### config.mk
export PLATFORM = sky130hd
export DESIGN_NAME = wsol_cell
export DESIGN_NICKNAME = d
export VERILOG_FILES = /design/src/hw/rtl/wsol_pkg.sv /design/src/hw/rtl/wsol_cell.sv
export SDC_FILE = /design/constraint.sdc
export NUM_CORES = 1
export LEC_CHECK = 0
export BUFFER_PORTS_ARGS = -buffer_cell sky130_fd_sc_hd__clkbuf_2
export CORE_ASPECT_RATIO = 0.9
export CORE_MARGIN = 4
export CORE_UTILIZATION = 44
export CTS_CLUSTER_DIAMETER = 150
export CTS_CLUSTER_SIZE = 8
export DETAILED_ROUTE_END_ITERATION = 6
export GPL_ROUTABILITY_DRIVEN = 0
export PLACE_DENSITY = 0.76
export RECOVER_POWER = 100
export SYNTH_ARGS = -nofsm -noshare
export SYNTH_HDL_FRONTEND = slang
export SYNTH_SLANG_ARGS = --single-unit
### constraint.sdc
create_clock -name clk -period 2.4 [get_ports clk]
set_input_delay 0.24 -clock clk [delete_from_list [all_inputs] [get_ports clk]]
set_output_delay 0.24 -clock clk [all_outputs]
set_load 0.005 [all_outputs]
### src/hw/rtl/wsol_pkg.sv
// Shared types and constants of the window stacking order list.
package wsol_pkg;

  localparam int ID_W        = 7;
  localparam int ENTRIES_DEF = 128;

  // Operation codes on the op input
  typedef enum logic [1:0] {
    OP_CREATE = 2'd0,
    OP_RAISE  = 2'd1,
    OP_LOWER  = 2'd2,
    OP_REMOVE = 2'd3
  } op_t;

  // What a token does as it travels down the cell chain
  typedef enum logic [1:0] {
    K_FRONT  = 2'd0,
    K_BACK   = 2'd1,
    K_REMOVE = 2'd2
  } wsol_kind_t;

  // Control sequencer states
  typedef enum logic [1:0] {
    ST_IDLE = 2'd0,
    ST_WAVE = 2'd1,
    ST_FIN  = 2'd2
  } wsol_state_t;

  // Token handed from cell to cell, one cell per cycle
  typedef struct packed {
    logic              vld;
    wsol_kind_t        kind;
    logic              pull;    // shifting entries toward the front
    logic              done;    // list update finished, token just drains
    logic [ID_W-1:0]   target;  // id the transaction acts on
    logic [ID_W-1:0]   carry;   // id being pushed toward the back
    logic              bk_set;  // back id changes
    logic [ID_W-1:0]   bk_val;  // new back id
  } wsol_tok_t;

  // Contents of one slot as seen by its neighbors
  typedef struct packed {
    logic            occ;
    logic [ID_W-1:0] wid;
  } wsol_slot_t;

endpackage

### src/hw/rtl/wsol_cell.sv
// One slot of the stacking order chain: holds one id and forwards the token.
module wsol_cell import wsol_pkg::*; (
  input  logic       clk,
  input  logic       rst,
  input  wsol_tok_t  tok_in,
  output wsol_tok_t  tok_out,
  input  wsol_slot_t l_slot,
  input  wsol_slot_t r_slot,
  output wsol_slot_t slot
);

  logic            occ;
  logic            occ_next;
  logic [ID_W-1:0] wid;
  logic [ID_W-1:0] wid_next;
  wsol_tok_t       tok_next;
  logic            hit;

  assign slot = '{occ: occ, wid: wid};
  assign hit  = occ && (wid == tok_in.target);

  // Slot update and token forwarding
  always_comb begin
    occ_next = occ;
    wid_next = wid;
    tok_next = tok_in;
    if (tok_in.vld && !tok_in.done) begin
      case (tok_in.kind)
        K_FRONT: begin
          // push toward the back until the old place or a free slot
          wid_next = tok_in.carry;
          if (!occ || hit) begin
            occ_next      = 1'b1;
            tok_next.done = 1'b1;
            if (!r_slot.occ) begin
              tok_next.bk_set = 1'b1;
              tok_next.bk_val = tok_in.carry;
            end
          end else begin
            tok_next.carry = wid;
          end
        end
        K_BACK, K_REMOVE: begin
          // from the target on, pull each entry one slot to the front
          if (tok_in.pull || hit) begin
            if (r_slot.occ) begin
              wid_next      = r_slot.wid;
              tok_next.pull = 1'b1;
            end else if (tok_in.kind == K_BACK) begin
              wid_next        = tok_in.target;
              tok_next.done   = 1'b1;
              tok_next.bk_set = 1'b1;
              tok_next.bk_val = tok_in.target;
            end else begin
              occ_next        = 1'b0;
              tok_next.done   = 1'b1;
              tok_next.bk_set = 1'b1;
              tok_next.bk_val = l_slot.wid;
            end
          end
        end
        default: ;
      endcase
    end
  end

  // Occupancy and token registers
  always_ff @(posedge clk) begin
    if (rst) begin
      occ     <= 1'b0;
      tok_out <= '0;
    end else begin
      occ     <= occ_next;
      tok_out <= tok_next;
    end
  end

  // Slot id
  always_ff @(posedge clk) begin
    wid <= wid_next;
  end

endmodule

==> run metrics <==
status=finished, final reports clean; CP Buf/Inv Count=1; Post-Layout Cell Count=360; initial antenna violation count=0; # fillers=420; Cell Rows=23; hold path start=tok_in[26]; die area=0.00580 sq mm; Routed Antenna Nets=0; via count=2005; Critical Path Sink Type=flip-flop; diode count=0; Crit path arrival time=2.27 ns; synthesized flop and latch total=35; main flop type after synthesis=dfxtp_1; max_cap viols=0; Slew Viols, Final=0; Setup CP Type=flip-flop to flip-flop; Reg area=771 sq um; number of clock sinks=35; Syn. warnings=0; Syn Std Cell Area=0.00204 sq mm; # H-tree levels=2; crit path launch=wid[6]; FMAX=438 MHz; Worst VDD drop=0.375 mV; number of synthesized flops with an enable pin=7; # Post-CTS Setup Buffers=0; final hold slack=0.195 ns; RSZ-0062 raised after global routing=false; DR WL/cell=15.5 um; Nets=345; pre-CTS WS=0.188 ns; final hold violations=0; DR pass1 iterations=4; core area=0.00446 sq mm; Via density=5.57; CP Max Fanout=9; CP required=2.38 ns; leakage power=1.11 nW; placed insts=352; synthesized instance count=223; grt total ovfl=0; first-pass GRT wire length=8850 um; Slew @ Worst Pin=1.26 ns; CTS Buf Count=5; Worst path max stage delay=0.49 ns; worst hold stages=2; Detailed Place HPWL=4180 um; final wirelength=5560 um; CP startpoint kind=flip-flop; mean area per synthesized cell=9.16 sq um; Rel. slew slack=16.0%; multi-input combinational cell area=0.00116 sq mm; Worst R2R Start=wid[6]; placed cell area=0.00248 sq mm; detailed-route DRC error count=0; post-layout util=56.8%; Starting DRT DRC Count=131; layout cell share with drive strength beyond 1=26.5%; sequential area share after synthesis=37.7%; Final WS setup=0.117 ns; Reg2Reg Depth=6; Clock Tree Buf Depth=2; clock transition at the registers of the reported paths=0.07 ns; largest net degree at the start of global routing=30; root buf cell=clkbuf_8; Starting Density=45.8%; Yosys cell types=41; Post-synth ARST share=0%; Die Span Y=72.6 um; gr usage total=19.6%; Die X=79.8 um; power per cell area=546 mW/mm^2; final worst-path cycle share=95.1%; CTS tree=done; post-synthesis net count=271; Area Growth Syn to Fin=24.1%; critical path's top delay family=simple AND/OR/NAND/NOR gates; clock latency on the worst-skew pair=0.29 ns; total stage count of the critical path=6; CP max-delay cell=or3_1; Final setup viols=0; setup TNS=0 ns; count of input and output buffers=78; fin area=0.00253 sq mm; Power, Total=1.38 mW; vias in the first global route=1845; num ports=80; worst hold path class=primary input to flip-flop; Max Clock Skew=0.00573 ns; Tmin final=2.28 ns; critical-path cell list=xor2_2, or3_1, nor3_1, o221ai_1, a21oi_1, buf_2
registers in the layout, summed over array words and instances, names as in the netlist:
| signal | flops |
|---|---|
| occ | 1 |
| tok_out | 27 |
| wid | 7 |
what timing repair did:
item | CTS | global route
endpoints found under the setup margin | 0 | 7
resized for setup | 0 | 1
hold buffers | 0 | 0
cells by family (layout without fill, tap and decap cells):
family / Yosys count / count (layout) / synth area share (%)
AOI/OAI and AO/OA: 64 / 64 / 23.4
muxes: 21 / 21 / 10.3
adders and majority gates: 3 / 3 / 1.84
and+or+nand+nor: 69 / 69 / 17.6
xor gates and xnor gates: 7 / 7 / 4.10
DFF: 35 / 35 / 37.7
buffers and inverters: 24 / 99 / 5.08
area by class of cell:
| cell class | instances | share of cell area (%) |
|---|---|---|
| clock inverters | 1 | 0.148 |
| multi-input cells | 164 | 45.9 |
| clock buffers | 7 | 3.41 |
| flip-flops and latches | 35 | 30.4 |
| well taps | 62 | 3.06 |
| repair buffers | 84 | 16.0 |
| inverters | 7 | 1.04 |
synth_stat cells, drive strengths merged (2+ instances only):
master / number / area [sq um]
nor2: 26 / 97.6
a211oi: 8 / 60.1
or3: 2 / 12.5
edfxtp: 7 / 210
xnor2: 4 / 35.0
clkbuf: 11 / 41.3
nor2b: 9 / 56.3
dfxtp: 28 / 561
inv: 7 / 26.3
nor4: 8 / 65.1
a32o: 5 / 50.1
or2: 2 / 12.5
a211o: 7 / 61.3
ha: 3 / 37.5
a21oi: 15 / 75.1
nand2: 9 / 33.8
o21ai: 9 / 45.0
a311oi: 8 / 70.1
nand2b: 8 / 50.1
mux2i: 21 / 210
buf: 6 / 36.3
xor2: 3 / 48.8
o41ai: 2 / 17.5
o32ai: 2 / 17.5
path summary, 6_finish.rpt:
path                 end  slack, ns
max reg2reg       wid[6]       0.12
min reg2reg  tok_out[10]       0.57
min          tok_out[26]       0.20
max               wid[6]       0.12
layer usage:
metal | track usage [%] | part of all wire (%) | up-vias
li1 | - | - | 973
met2 | 31.6 | 46 | 77
met3 | 4.44 | 6.4 | 13
met4 | 8.07 | 2.3 | 0
met5 | 0 | 0 | -
met1 | 25.6 | 45 | 942
worst reg2reg max path, cell delays in order (launching register included):
cell and delay [ns]:
edfxtp_1 0.45, xor2_2 0.24, or3_1 0.50, nor3_1 0.23, o221ai_1 0.15, a21oi_1 0.18, buf_2 0.24
cell usage in the layout (no fill, tap or decap), drive strengths merged, types with 2 or more instances in the layout:
master   n
nor4     8
a211oi   8
inv      7
edfxtp   7
or2      2
o21ai    9
a32o     5
xor2     3
ha       3
o32ai    2
clkbuf  86
a211o    7
or3      2
a311oi   8
a21oi   15
o41ai    2
xnor2    4
nor2    26
nand2b   8
mux2i   21
buf      5
nor2b    9
nand2    9
dfxtp   28
where the power goes:
part           switching (mW)  internal (mW)
Sequential             0.0132          0.637
Combinational           0.171          0.124
Clock                   0.209          0.230
Total                   0.393          0.990
Note: power is estimated with default switching activity, not from simulation.
